File: config.mk
export PLATFORM = sky130hd
export DESIGN_NAME = pen_tablet_packet_to_events
export DESIGN_NICKNAME = d
export VERILOG_FILES = /design/src/design/ptte_pkg.sv /design/src/design/ptte_front.sv /design/src/design/ptte_pkt_fifo.sv /design/src/design/ptte_back.sv /design/src/design/pen_tablet_packet_to_events.sv
export SDC_FILE = /design/constraint.sdc
export NUM_CORES = 1
export LEC_CHECK = 0
export ABC_CLOCK_PERIOD_IN_PS = 4800
export BUFFER_PORTS_ARGS = -buffer_cell sky130_fd_sc_hd__buf_2
export CORE_UTILIZATION = 55
export CTS_BUF_LIST = sky130_fd_sc_hd__clkbuf_4 sky130_fd_sc_hd__clkbuf_8 sky130_fd_sc_hd__clkbuf_16
export CTS_CLUSTER_DIAMETER = 200
export DETAILED_ROUTE_END_ITERATION = 16
export PLACE_DENSITY = 0.81
export SETUP_SLACK_MARGIN = 0.15
export SKIP_CTS_REPAIR_TIMING = 1
export SYNTH_ARGS = -nofsm -noshare
export SYNTH_HDL_FRONTEND = slang
export SYNTH_HIERARCHICAL = 1
export SYNTH_SLANG_ARGS = --single-unit
File: constraint.sdc
create_clock -name i_clk -period 4.8 [get_ports i_clk]
set_input_delay 0 -clock i_clk [delete_from_list [all_inputs] [get_ports i_clk]]
set_output_delay 0 -clock i_clk [all_outputs]
set_load 0.02 [all_outputs]
File: src/design/ptte_pkg.sv
// ----------------------------------------------------------------------------
// Pen tablet packet decoder package
// Shared types and constants for the packet front end, queue and event back end.
// ----------------------------------------------------------------------------
`timescale 1ns / 1ps
`default_nettype none

package ptte_pkg;

    localparam int PACKET_BYTES = 9;
    localparam int POS_W        = 4;
    localparam int STORED_BYTES = 7;

    localparam logic [1:0] CFG_LEAD_MASK  = 2'd0;
    localparam logic [1:0] CFG_LEAD_VALUE = 2'd1;
    localparam logic [1:0] CFG_TOUCH_MASK = 2'd2;

    localparam logic [7:0] RST_LEAD_MASK  = 8'h80;
    localparam logic [7:0] RST_LEAD_VALUE = 8'h80;
    localparam logic [7:0] RST_TOUCH_MASK = 8'h10;

    localparam logic [1:0] KIND_AXIS   = 2'd0;
    localparam logic [1:0] KIND_KEY    = 2'd1;
    localparam logic [1:0] KIND_REPORT = 2'd2;

    localparam logic [2:0] CODE_X        = 3'd0;
    localparam logic [2:0] CODE_Y        = 3'd1;
    localparam logic [2:0] CODE_PRESSURE = 3'd2;
    localparam logic [2:0] CODE_TOUCH    = 3'd3;
    localparam logic [2:0] CODE_STYLUS   = 3'd4;
    localparam logic [2:0] CODE_STYLUS2  = 3'd5;
    localparam logic [2:0] CODE_REPORT   = 3'd6;

    localparam int PKT_FIFO_DEPTH = 2;
    localparam int PKT_PTR_W      = $clog2(PKT_FIFO_DEPTH);
    localparam int PKT_CNT_W      = $clog2(PKT_FIFO_DEPTH + 1);

    typedef struct packed {
        logic [15:0] x;
        logic [15:0] y;
        logic [9:0]  pressure;
        logic [2:0]  keys;
    } t_pkt;

    typedef struct packed {
        logic [1:0]  kind;
        logic [2:0]  code;
        logic [15:0] value;
        logic        last;
    } t_event;

endpackage

`default_nettype wire

File: src/design/ptte_front.sv
// ----------------------------------------------------------------------------
// Pen tablet packet front end
// Synchronizes on the lead byte, collects packet bytes, drops touch packets
// and hands each complete pen packet to the packet queue.
// ----------------------------------------------------------------------------
`timescale 1ns / 1ps
`default_nettype none

module ptte_front (
    input  wire logic                i_clk,
    input  wire logic                i_rst_n,
    input  wire logic                i_accept,
    input  wire logic [7:0]          i_rx_byte,
    input  wire logic                i_cfg_valid,
    input  wire logic [1:0]          i_cfg_index,
    input  wire logic [7:0]          i_cfg_data,
    input  wire logic                i_pkt_full,
    output logic                     o_stall,
    output logic                     o_pkt_push,
    output ptte_pkg::t_pkt           o_pkt
);
    import ptte_pkg::*;

    localparam logic [POS_W-1:0] POS_FIRST = '0;
    localparam logic [POS_W-1:0] POS_LAST  = POS_W'(PACKET_BYTES - 1);
    localparam logic [POS_W-1:0] POS_SKIP  = POS_W'(PACKET_BYTES);

    logic [7:0]       r_lead_mask;
    logic [7:0]       r_lead_value;
    logic [7:0]       r_touch_mask;
    logic [POS_W-1:0] r_pos;
    logic [POS_W-1:0] n_pos;
    logic [7:0]       r_bytes [STORED_BYTES];
    logic             touch_pkt;

    always_ff @(posedge i_clk) begin
        if (!i_rst_n) begin
            r_lead_mask  <= RST_LEAD_MASK;
            r_lead_value <= RST_LEAD_VALUE;
            r_touch_mask <= RST_TOUCH_MASK;
        end else if (i_cfg_valid) begin
            unique case (i_cfg_index)
                CFG_LEAD_MASK:  r_lead_mask  <= i_cfg_data;
                CFG_LEAD_VALUE: r_lead_value <= i_cfg_data;
                CFG_TOUCH_MASK: r_touch_mask <= i_cfg_data;
                default: begin
                end
            endcase
        end
    end

    assign touch_pkt = (r_bytes[0] & r_touch_mask) == r_touch_mask;

    always_comb begin
        priority if (r_pos >= POS_SKIP) begin
            n_pos = POS_FIRST;
        end else if (r_pos == POS_FIRST) begin
            n_pos = ((i_rx_byte & r_lead_mask) == r_lead_value) ? POS_W'(1) : POS_FIRST;
        end else if (r_pos == POS_LAST) begin
            n_pos = touch_pkt ? POS_SKIP : POS_FIRST;
        end else begin
            n_pos = r_pos + POS_W'(1);
        end
    end

    always_ff @(posedge i_clk) begin
        if (!i_rst_n) begin
            r_pos <= POS_FIRST;
        end else if (i_accept) begin
            r_pos <= n_pos;
        end
    end

    for (genvar g = 0; g < STORED_BYTES; g++) begin : g_store
        always_ff @(posedge i_clk) begin
            if (i_accept && r_pos == POS_W'(g)) begin
                r_bytes[g] <= i_rx_byte;
            end
        end
    end

    assign o_stall    = (r_pos == POS_LAST) && i_pkt_full;
    assign o_pkt_push = i_accept && (r_pos == POS_LAST) && !touch_pkt;

    assign o_pkt.x        = {r_bytes[1][6:0], r_bytes[2][6:0], r_bytes[6][6:5]};
    assign o_pkt.y        = {r_bytes[3][6:0], r_bytes[4][6:0], r_bytes[6][4:3]};
    assign o_pkt.pressure = {r_bytes[6][2:0], r_bytes[5][6:0]};
    assign o_pkt.keys     = r_bytes[0][2:0];

endmodule

`default_nettype wire

File: src/design/ptte_pkt_fifo.sv
// ----------------------------------------------------------------------------
// Pen tablet packet queue
// Short first-in first-out queue of decoded packets between front and back.
// ----------------------------------------------------------------------------
`timescale 1ns / 1ps
`default_nettype none

module ptte_pkt_fifo (
    input  wire logic           i_clk,
    input  wire logic           i_rst_n,
    input  wire logic           i_push,
    input  wire ptte_pkg::t_pkt i_data,
    input  wire logic           i_pop,
    output logic                o_full,
    output logic                o_empty,
    output ptte_pkg::t_pkt      o_data
);
    import ptte_pkg::*;

    t_pkt                 r_mem [PKT_FIFO_DEPTH];
    logic [PKT_PTR_W-1:0] r_wr_ptr;
    logic [PKT_PTR_W-1:0] r_rd_ptr;
    logic [PKT_CNT_W-1:0] r_count;
    logic                 do_push;
    logic                 do_pop;

    assign o_full  = r_count == PKT_CNT_W'(PKT_FIFO_DEPTH);
    assign o_empty = r_count == '0;
    assign do_push = i_push && !o_full;
    assign do_pop  = i_pop && !o_empty;
    assign o_data  = r_mem[r_rd_ptr];

    always_ff @(posedge i_clk) begin
        if (do_push) begin
            r_mem[r_wr_ptr] <= i_data;
        end
    end

    always_ff @(posedge i_clk) begin
        if (!i_rst_n) begin
            r_wr_ptr <= '0;
            r_rd_ptr <= '0;
            r_count  <= '0;
        end else begin
            if (do_push) begin
                r_wr_ptr <= r_wr_ptr + PKT_PTR_W'(1);
            end
            if (do_pop) begin
                r_rd_ptr <= r_rd_ptr + PKT_PTR_W'(1);
            end
            unique case ({do_push, do_pop})
                2'b10:   r_count <= r_count + PKT_CNT_W'(1);
                2'b01:   r_count <= r_count - PKT_CNT_W'(1);
                default: r_count <= r_count;
            endcase
        end
    end

endmodule

`default_nettype wire

File: src/design/ptte_back.sv
// ----------------------------------------------------------------------------
// Pen tablet event back end
// Steps through the oldest queued packet's events into an output register,
// one event a cycle while it is empty or popped, skipping unchanged keys.
// ----------------------------------------------------------------------------
`timescale 1ns / 1ps
`default_nettype none

module ptte_back (
    input  wire logic           i_clk,
    input  wire logic           i_rst_n,
    input  wire logic           i_pkt_empty,
    input  wire ptte_pkg::t_pkt i_pkt,
    output logic                o_pkt_pop,
    input  wire logic           i_pop,
    output logic                o_empty,
    output ptte_pkg::t_event    o_event
);
    import ptte_pkg::*;

    localparam logic [2:0] STEP_X        = 3'd0;
    localparam logic [2:0] STEP_Y        = 3'd1;
    localparam logic [2:0] STEP_PRESSURE = 3'd2;
    localparam logic [2:0] STEP_TOUCH    = 3'd3;
    localparam logic [2:0] STEP_STYLUS   = 3'd4;
    localparam logic [2:0] STEP_STYLUS2  = 3'd5;
    localparam logic [2:0] STEP_REPORT   = 3'd6;

    logic [2:0] r_step;
    logic [2:0] r_prev_keys;
    logic       r_out_valid;
    t_event     r_out;
    t_event     ev;
    logic       emit;
    logic       slot_free;
    logic       advance;
    logic       load;
    logic [2:0] key_diff;

    assign key_diff = i_pkt.keys ^ r_prev_keys;

    always_comb begin
        ev   = '0;
        emit = 1'b0;
        unique case (r_step)
            STEP_X: begin
                ev   = '{KIND_AXIS, CODE_X, i_pkt.x, 1'b0};
                emit = 1'b1;
            end
            STEP_Y: begin
                ev   = '{KIND_AXIS, CODE_Y, i_pkt.y, 1'b0};
                emit = 1'b1;
            end
            STEP_PRESSURE: begin
                ev   = '{KIND_AXIS, CODE_PRESSURE, {6'd0, i_pkt.pressure}, 1'b0};
                emit = 1'b1;
            end
            STEP_TOUCH: begin
                ev   = '{KIND_KEY, CODE_TOUCH, {15'd0, i_pkt.keys[0]}, 1'b0};
                emit = key_diff[0];
            end
            STEP_STYLUS: begin
                ev   = '{KIND_KEY, CODE_STYLUS, {15'd0, i_pkt.keys[1]}, 1'b0};
                emit = key_diff[1];
            end
            STEP_STYLUS2: begin
                ev   = '{KIND_KEY, CODE_STYLUS2, {15'd0, i_pkt.keys[2]}, 1'b0};
                emit = key_diff[2];
            end
            STEP_REPORT: begin
                ev   = '{KIND_REPORT, CODE_REPORT, 16'd0, 1'b1};
                emit = 1'b1;
            end
            default: begin
                ev   = '0;
                emit = 1'b0;
            end
        endcase
    end

    assign slot_free = !r_out_valid || i_pop;
    assign advance   = !i_pkt_empty && (slot_free || !emit);
    assign load      = advance && emit;
    assign o_pkt_pop = advance && (r_step == STEP_REPORT);

    always_ff @(posedge i_clk) begin
        if (!i_rst_n) begin
            r_step      <= STEP_X;
            r_prev_keys <= '0;
            r_out_valid <= 1'b0;
        end else begin
            if (advance) begin
                r_step <= (r_step >= STEP_REPORT) ? STEP_X : r_step + 3'd1;
            end
            if (o_pkt_pop) begin
                r_prev_keys <= i_pkt.keys;
            end
            if (load) begin
                r_out_valid <= 1'b1;
            end else if (i_pop) begin
                r_out_valid <= 1'b0;
            end
        end
    end

    always_ff @(posedge i_clk) begin
        if (load) begin
            r_out <= ev;
        end
    end

    assign o_empty = !r_out_valid;
    assign o_event = r_out;

endmodule

`default_nettype wire

File: src/design/pen_tablet_packet_to_events.sv
// ----------------------------------------------------------------------------
// Pen tablet packet to events
// Decodes serial pen tablet packets into axis, key and report events.
//
//   Channel   Handshake            Payload
//   input     push / full          i_rx_byte
//   result    empty / pop          o_event_kind, o_event_code, o_event_value,
//                                  o_last_event
//   config    i_cfg_valid / ready  i_cfg_index, i_cfg_data
//
// One byte is taken per cycle unless full is high. A pen packet yields
// four to seven events, one per cycle from the event register while it is
// empty or popped; an unchanged key's step emits none. The two-entry packet
// queue lets the front keep taking bytes while events drain; full rises
// only on a packet's final byte when the queue holds two packets. Reset is
// synchronous and clears position, key history, queue and output state.
// ----------------------------------------------------------------------------
`timescale 1ns / 1ps
`default_nettype none

module pen_tablet_packet_to_events (
    input  wire logic        i_clk,
    input  wire logic        i_rst_n,
    input  wire logic        push,
    output logic             full,
    input  wire logic [7:0]  i_rx_byte,
    output logic             empty,
    input  wire logic        pop,
    output logic [1:0]       o_event_kind,
    output logic [2:0]       o_event_code,
    output logic [15:0]      o_event_value,
    output logic             o_last_event,
    input  wire logic        i_cfg_valid,
    output logic             o_cfg_ready,
    input  wire logic [1:0]  i_cfg_index,
    input  wire logic [7:0]  i_cfg_data
);
    import ptte_pkg::*;

    logic   accept;
    logic   stall;
    logic   pkt_push;
    t_pkt   pkt_in;
    logic   pkt_full;
    logic   pkt_empty;
    logic   pkt_pop;
    t_pkt   pkt_out;
    t_event ev;

    assign o_cfg_ready = 1'b1;
    assign full        = stall;
    assign accept      = push && !stall;

    ptte_front u_front (
        .i_clk       (i_clk),
        .i_rst_n     (i_rst_n),
        .i_accept    (accept),
        .i_rx_byte   (i_rx_byte),
        .i_cfg_valid (i_cfg_valid),
        .i_cfg_index (i_cfg_index),
        .i_cfg_data  (i_cfg_data),
        .i_pkt_full  (pkt_full),
        .o_stall     (stall),
        .o_pkt_push  (pkt_push),
        .o_pkt       (pkt_in)
    );

    ptte_pkt_fifo u_fifo (
        .i_clk   (i_clk),
        .i_rst_n (i_rst_n),
        .i_push  (pkt_push),
        .i_data  (pkt_in),
        .i_pop   (pkt_pop),
        .o_full  (pkt_full),
        .o_empty (pkt_empty),
        .o_data  (pkt_out)
    );

    ptte_back u_back (
        .i_clk       (i_clk),
        .i_rst_n     (i_rst_n),
        .i_pkt_empty (pkt_empty),
        .i_pkt       (pkt_out),
        .o_pkt_pop   (pkt_pop),
        .i_pop       (pop),
        .o_empty     (empty),
        .o_event     (ev)
    );

    assign o_event_kind  = ev.kind;
    assign o_event_code  = ev.code;
    assign o_event_value = ev.value;
    assign o_last_event  = ev.last;

endmodule

`default_nettype wire

Word-level counts from Yosys, hierarchy flattened
Memories as Yosys holds them, arrays and structs flattened. A register that Yosys moved wholly into a read port is not among the register bits.
Cells that the tools add are included.
Word-level totals
  output and inout bits: 25
  memory bits (writable): 146
  register bits: 61
  memories kept: 2
  bits in read-only memories: 0
  bits of input ports: 23
  logic and storage cells: 134
  bits in latches: 0
Operators by class
  reductions and logical operators: 40
  shift operators: 0
  divide/modulo/power cells: 0
  mux-type cells: 47
  equality and inequality tests: 20
  add/sub/neg operators: 6
  multiply operators: 0
  bitwise gates (word level): 3
  $lt $le $gt $ge: 2
Memory list
  u_fifo.r_mem: words 2, bits a word 45, read ports 1, clocked after Yosys merged registers in 1, write ports 1, line ptte_pkt_fifo.sv:20  | t_pkt r_mem [PKT_FIFO_DEPTH];
  u_front.r_bytes: words 7, bits a word 8, read ports 7, clocked after Yosys merged registers in 0, write ports 1, line ptte_front.sv:33  | logic [7:0] r_bytes [STORED_BYTES];
Operators by type and width (count)
  one-hot mux 22 bit (7 select lines): 1
  two-way mux 8 bit: 6
  OR reduction 8 bit: 6
  two-way mux 1 bit: 27
  two-way mux 3 bit: 7
  bitwise AND 8 bit: 2
  == test 8 bit: 2
  logical AND 1 bit: 16
  two-way mux 4 bit: 4
  == test 4 x 3 -> 1 bit (second input constant): 3
  == test 3 bit (second input constant): 3
  == test 4 x 2 -> 1 bit (second input constant): 2
  == test 2 bit (second input constant): 3
  == test 3 x 2 -> 1 bit (second input constant): 2
  zero test 1 bit: 6
  AND reduction 2 bit: 3
  adder 4 x 1 -> 4 bit (second input constant): 1
  == test 2 x 1 -> 1 bit (second input constant): 2
  == test 4 x 1 -> 1 bit (second input constant): 1
  == test 4 bit (second input constant): 1
  >= comparator 4 bit (second input constant): 1
  zero test 2 bit: 2
  zero test 4 bit: 1
  one-hot mux 1 bit (4 select lines): 1
  other kinds (12): 15

Logic depth before layout (Yosys ltp)
  word-level depth: 14
  mapped depth: 12
  mapped depth without buffers: 12

By module
Netlist, hierarchy kept.
Modules (own cells, without submodules)
  ptte_pkt_fifo: cells each 166, instances 1, area an instance 3470.8 um^2, seq. area each 2802.7 um^2
  ptte_front: cells each 211, instances 1, area an instance 2994.1 um^2, seq. area each 2062.0 um^2
  ptte_back: cells each 126, instances 1, area an instance 1407.6 um^2, seq. area each 770.7 um^2
  pen_tablet_packet_to_events: cells each 3, instances 1, area an instance 25.0 um^2, seq. area each 0.0 um^2

Least setup slack after synthesis
OpenSTA, ideal clock, no wires.
  path kind: register to register
  from: register u_front.r_pos[0]
  to: memory u_fifo/r_mem[0][0] (netlist bit) (enable)
  stages on the path, launching flop included: 11
  library setup time: 399 ps
  path buffers: 0
  required time: 4401 ps
  period minus slack after synthesis: 3263 ps
  slack: 1537 ps
  arrival: 2863 ps
  path through: dfxtp_1 inv_1 ha_1 and2b_1 and3_1 nor2b_4 inv_1 nor2_1 inv_1 or3_1 inv_1
On the way
  longest elaborated chain between the ends: 9
RTL lines
  start: declaration: line ptte_front.sv:31  | logic [POS_W-1:0] r_pos;
  start signal: assignment: line ptte_front.sv:70  | r_pos <= n_pos;
  == test 4 bit: line ptte_front.sv:82  | assign o_stall = (r_pos == POS_LAST) && i_pkt_full;
  logical AND 1 bit: line ptte_front.sv:82
  via full: line pen_tablet_packet_to_events.sv:25  | output logic full,
  zero test 1 bit: line pen_tablet_packet_to_events.sv:52  | assign accept = push && !stall;
  logical AND 1 bit: line pen_tablet_packet_to_events.sv:52
  via accept: line pen_tablet_packet_to_events.sv:40  | logic accept;
  logical AND 1 bit (2 in a row): line ptte_front.sv:83  | assign o_pkt_push = i_accept && (r_pos == POS_LAST) && !touch_pkt;
  via pkt_push: line pen_tablet_packet_to_events.sv:42  | logic pkt_push;
  logical AND 1 bit: line ptte_pkt_fifo.sv:29  | assign do_push = i_push && !o_full;
  two-way mux 1 bit: line ptte_pkt_fifo.sv:34  | if (do_push) begin
  two-way mux 1 bit (implied by the code): line ptte_pkt_fifo.sv:35  | r_mem[r_wr_ptr] <= i_data;
  end: declaration: line ptte_pkt_fifo.sv:20
The timed path passes the listed nets, and every way through them passes these cells.

Worst setup path after layout
  from: register u_front.r_pos[0]
  to: memory u_fifo/r_mem[0][43] (netlist bit) (enable)
On the way
  longest elaborated chain between the ends: 9
RTL lines (line)
  == test 4 bit: ptte_front.sv:82
  logical AND 1 bit: ptte_front.sv:82
  zero test 1 bit: pen_tablet_packet_to_events.sv:52
  logical AND 1 bit: pen_tablet_packet_to_events.sv:52
  via accept: pen_tablet_packet_to_events.sv:40
  logical AND 1 bit (2 in a row): ptte_front.sv:83
  via pkt_push: pen_tablet_packet_to_events.sv:42
  logical AND 1 bit: ptte_pkt_fifo.sv:29
  two-way mux 1 bit: ptte_pkt_fifo.sv:34
  two-way mux 1 bit (implied by the code): ptte_pkt_fifo.sv:35
The timed path passes the listed nets, and every way through them passes these cells.

==> load_flow_metrics.sql <==
INSERT INTO impl_metrics (metric_group, metric, value, unit) VALUES
('outcome', 'outcome', 'completed', ''),
('synth', 'synthFlopType', 'edfxtp_1', ''),
('cells_and_area', 'ff_latch_area', '5640', 'µm²'),
('route', 'drt_pre_antenna_iters', '5', ''),
('synth', 'ys_warns', '6', ''),
('floorplanning', 'chipWidth', '122', 'µm'),
('cells_and_area', 'final_layout_size_suffix_gt1_frac', '0.254', ''),
('synth', 'synthDominantAreaCellType', 'edfxtp_1', ''),
('power', 'power_density', '404', 'nW/µm²'),
('synth', 'synth-seq-cells', '201', ''),
('route', 'antenna_left', '0', ''),
('clock_tree', 'tritoncts_num_sinks', '201', ''),
('cells_and_area', 'multi_input_area', '2070', 'µm²'),
('sta', 'final.period_utilization', '0.727', ''),
('critical_path', 'setup.worst_path.class', 'reg2reg', ''),
('power', 'p_sw_frac', '0.187', ''),
('power', 'combPwrFrac', '0.028', ''),
('grt', 'met3_routing_resource_usage_after_global_routing', '0.0323', ''),
('floorplanning', 'rows', '43', ''),
('floorplanning', 'io_pins', '48', ''),
('critical_path', 'regToRegStartpoint', 'u_front/r_pos[0]', ''),
('grt', 'globalRouteOverflowTotal', '0', ''),
('sta', 'max_slew.worst_pin.slew', '1.15', 'ns'),
('floorplanning', 'die_area', '14800', 'µm²'),
('synth', 'synthDominantCellAreaShare', '0.612', ''),
('floorplanning', 'dieHeight', '122', 'µm'),
('clock_tree', 'ctsHtreeMaxLevel', '1', ''),
('grt', 'met2_usage', '0.334', ''),
('route', 'drc', '0', ''),
('clock_tree', 'cts_buffers', '20', ''),
('sta', 'unrepaired_setup_endpoints_after_global_routing', 'no', ''),
('critical_path', 'worst_setup_path_startpoint', 'u_front/r_pos[0]', ''),
('floorplanning', 'initial_utilization', '0.567', ''),
('synth', 'netlist-cell-type-count', '52', ''),
('power', 'p_leak', '3.27', 'nW'),
('power', 'switchingPower', '0.000696', 'W'),
('critical_path', 'crit_required', '4.98', 'ns'),
('grt', 'grt.total_usage', '0.186', ''),
('sta', 'max_transition_viols_final', '0', ''),
('flow_run', 'maxCapViolations', '0', ''),
('cells_and_area', 'antenna-diode-count', '0', ''),
('placement', 'place_congestion', '0.978', ''),
('critical_path', 'worst_ep_arrival_time', '3.66', 'ns'),
('hold_path', 'hold_path.class', 'in2reg', ''),
('synth', 'synth_cells', '506', ''),
('synth', 'synthTopCellsByArea', 'edfxtp_1 (61%), dfxtp_1 (10%), mux2_2 (6.7%), mux2i_1 (3.4%), nor2b_1 (2.4%)', ''),
('clock_tree', 'tritoncts_clock_tree', 'yes', ''),
('grt', 'grt_pass1_vias', '4094', ''),
('cells_and_area', 'syn_to_final_growth', '16.5', '%'),
('sta', 'timing.final.setup_violations', '0', ''),
('placement', 'dpl-instance-area', '8270', 'µm²'),
('synth', 'yosysSeqAreaShare', '0.714', ''),
('route', 'detail_route.wl_per_cell', '17.6', 'µm'),
('clock_tree', 'ctsRootBufferMaster', 'clkbuf_16', ''),
('sta', 'period_needed', '3.49', 'ns'),
('clock_tree', 'maximum_clock_insertion_buffer_count', '3', ''),
('route', 'drt-vias-per-instance', '5.42', ''),
('sta', 'timing.fmax', '287', 'MHz'),
('route', 'via_count', '4177', ''),
('placement', 'place_hpwl', '8200', 'µm'),
('cells_and_area', 'fillerInstances', '903', ''),
('route', 'totalWireLength', '13600', 'µm'),
('power', 'max-vdd-ir-drop', '0.328', 'mV'),
('synth', 'post_synth_most_frequent_cells', 'edfxtp_1 (161), mux2_2 (47), nand2_1 (42)', ''),
('synth', 'avg_inst_size_synth', '15.6', 'µm²'),
('cells_and_area', 'final_design_area_no_fill', '9200', 'µm²'),
('sta', 'setup_total_negative_slack', '0', 'ns'),
('sta', 'final.setup.worst_slack', '1.31', 'ns'),
('hold_path', 'hold_start', 'i_rst_n', ''),
('placement', 'placement.io_buffers', '46', ''),
('sta', 'slew_headroom', '0.231', '');
sequential cells by signal (all words and copies together) (netlist names), 2 cells and up, named ones only:
| signal | cells |
|---|---|
| u_fifo/r_mem | 90 |
| u_front/r_lead_mask | 8 |
| u_front/r_bytes | 50 |
| u_back/o_event | 21 |
| u_front/r_pos | 4 |
| u_front/r_touch_mask | 8 |
| u_front/r_lead_value | 8 |
| u_fifo/r_count | 2 |
| u_back/r_step | 3 |
| u_back/r_prev_keys | 3 |
logic make-up after synthesis:
kind of cell,Yosys count,synth area share
AOI/OAI and AO/OA,45,0.0437
adders and majority gates,11,0.0174
DFF,201,0.714
and+or+nand+nor,124,0.0838
xor gates and xnor gates,14,0.0155
other,1,0.000475
buffers and inverters,36,0.0242
muxes,74,0.101
per-layer routing:
metal / wire (µm) / vias to the layer above
met5: 0 / -
met4: 357 / 0
met3: 794 / 32
met2: 7190 / 128
met1: 5220 / 2022
li1: - / 1995
cell usage in the layout (no fill, tap or decap), types with 12 or more instances in the layout:
master / netlist / layout
dfxtp_1: 40 / 39
buf_2: 10 / 46
nor2b_1: 30 / 29
nand2_1: 42 / 42
clkbuf_16: 0 / 21
edfxtp_1: 161 / 161
mux2i_1: 27 / 27
inv_1: 12 / 12
mux2_2: 47 / 47
dlygate4sd3_1: 0 / 18
critical path, stage by stage (launching register included):
cell and delay [ns]:
dfxtp_1 0.40, inv_1 0.12, ha_1 0.27, and2b_1 0.23
and3_1 0.23, nor2b_4 0.14, inv_1 0.10, nor2_1 0.18
inv_1 0.07, or3_1 0.36, inv_1 0.72, buf_4 0.35
power groups by stage:
stage	logic, W	clock network [W]	registers (W)
after global placement	0.0000871	0	0.00193
after detailed placement	0.0000909	0	0.00194
after global routing	0.000113	0.00181	0.00190
final	0.000104	0.00171	0.00190
after CTS	0.0000922	0.00174	0.00190
after floorplan	0.0000594	0	0.00193
per-stage QoR:
| step | cells | hold WS, ns | power [W] |
|---|---|---|---|
| global route | 770 | 0.0528 | 0.00382 |
| detailed placement | 716 | 0.199 | 0.00203 |
| global placement | 716 | 0.196 | 0.00202 |
| CTS | 752 | -0.303 | 0.00373 |
| finish | 770 | 0.0180 | 0.00371 |
| floorplan | 506 | 0.0989 | 0.00199 |
final cells by class:
cell class	instances	share of cell area
clock buffers	22	0.0586
well taps	180	0.0245
multi-input cells	269	0.225
inverters	13	0.00530
repair buffers	71	0.0503
clock inverters	14	0.0231
flip-flops and latches	201	0.613
path summary, 6_finish.rpt:
kind         slack, ns                 endpoint  depth (start not counted)
max reg2reg       1.31      u_fifo/r_mem[0][43]                         11
min               0.02  u_front/r_touch_mask[4]                          2
max               1.31      u_fifo/r_mem[0][43]                         11
min reg2reg       0.44      u_fifo/r_mem[0][40]                          0
No activity file was read; power rests on OpenSTA's default activity.
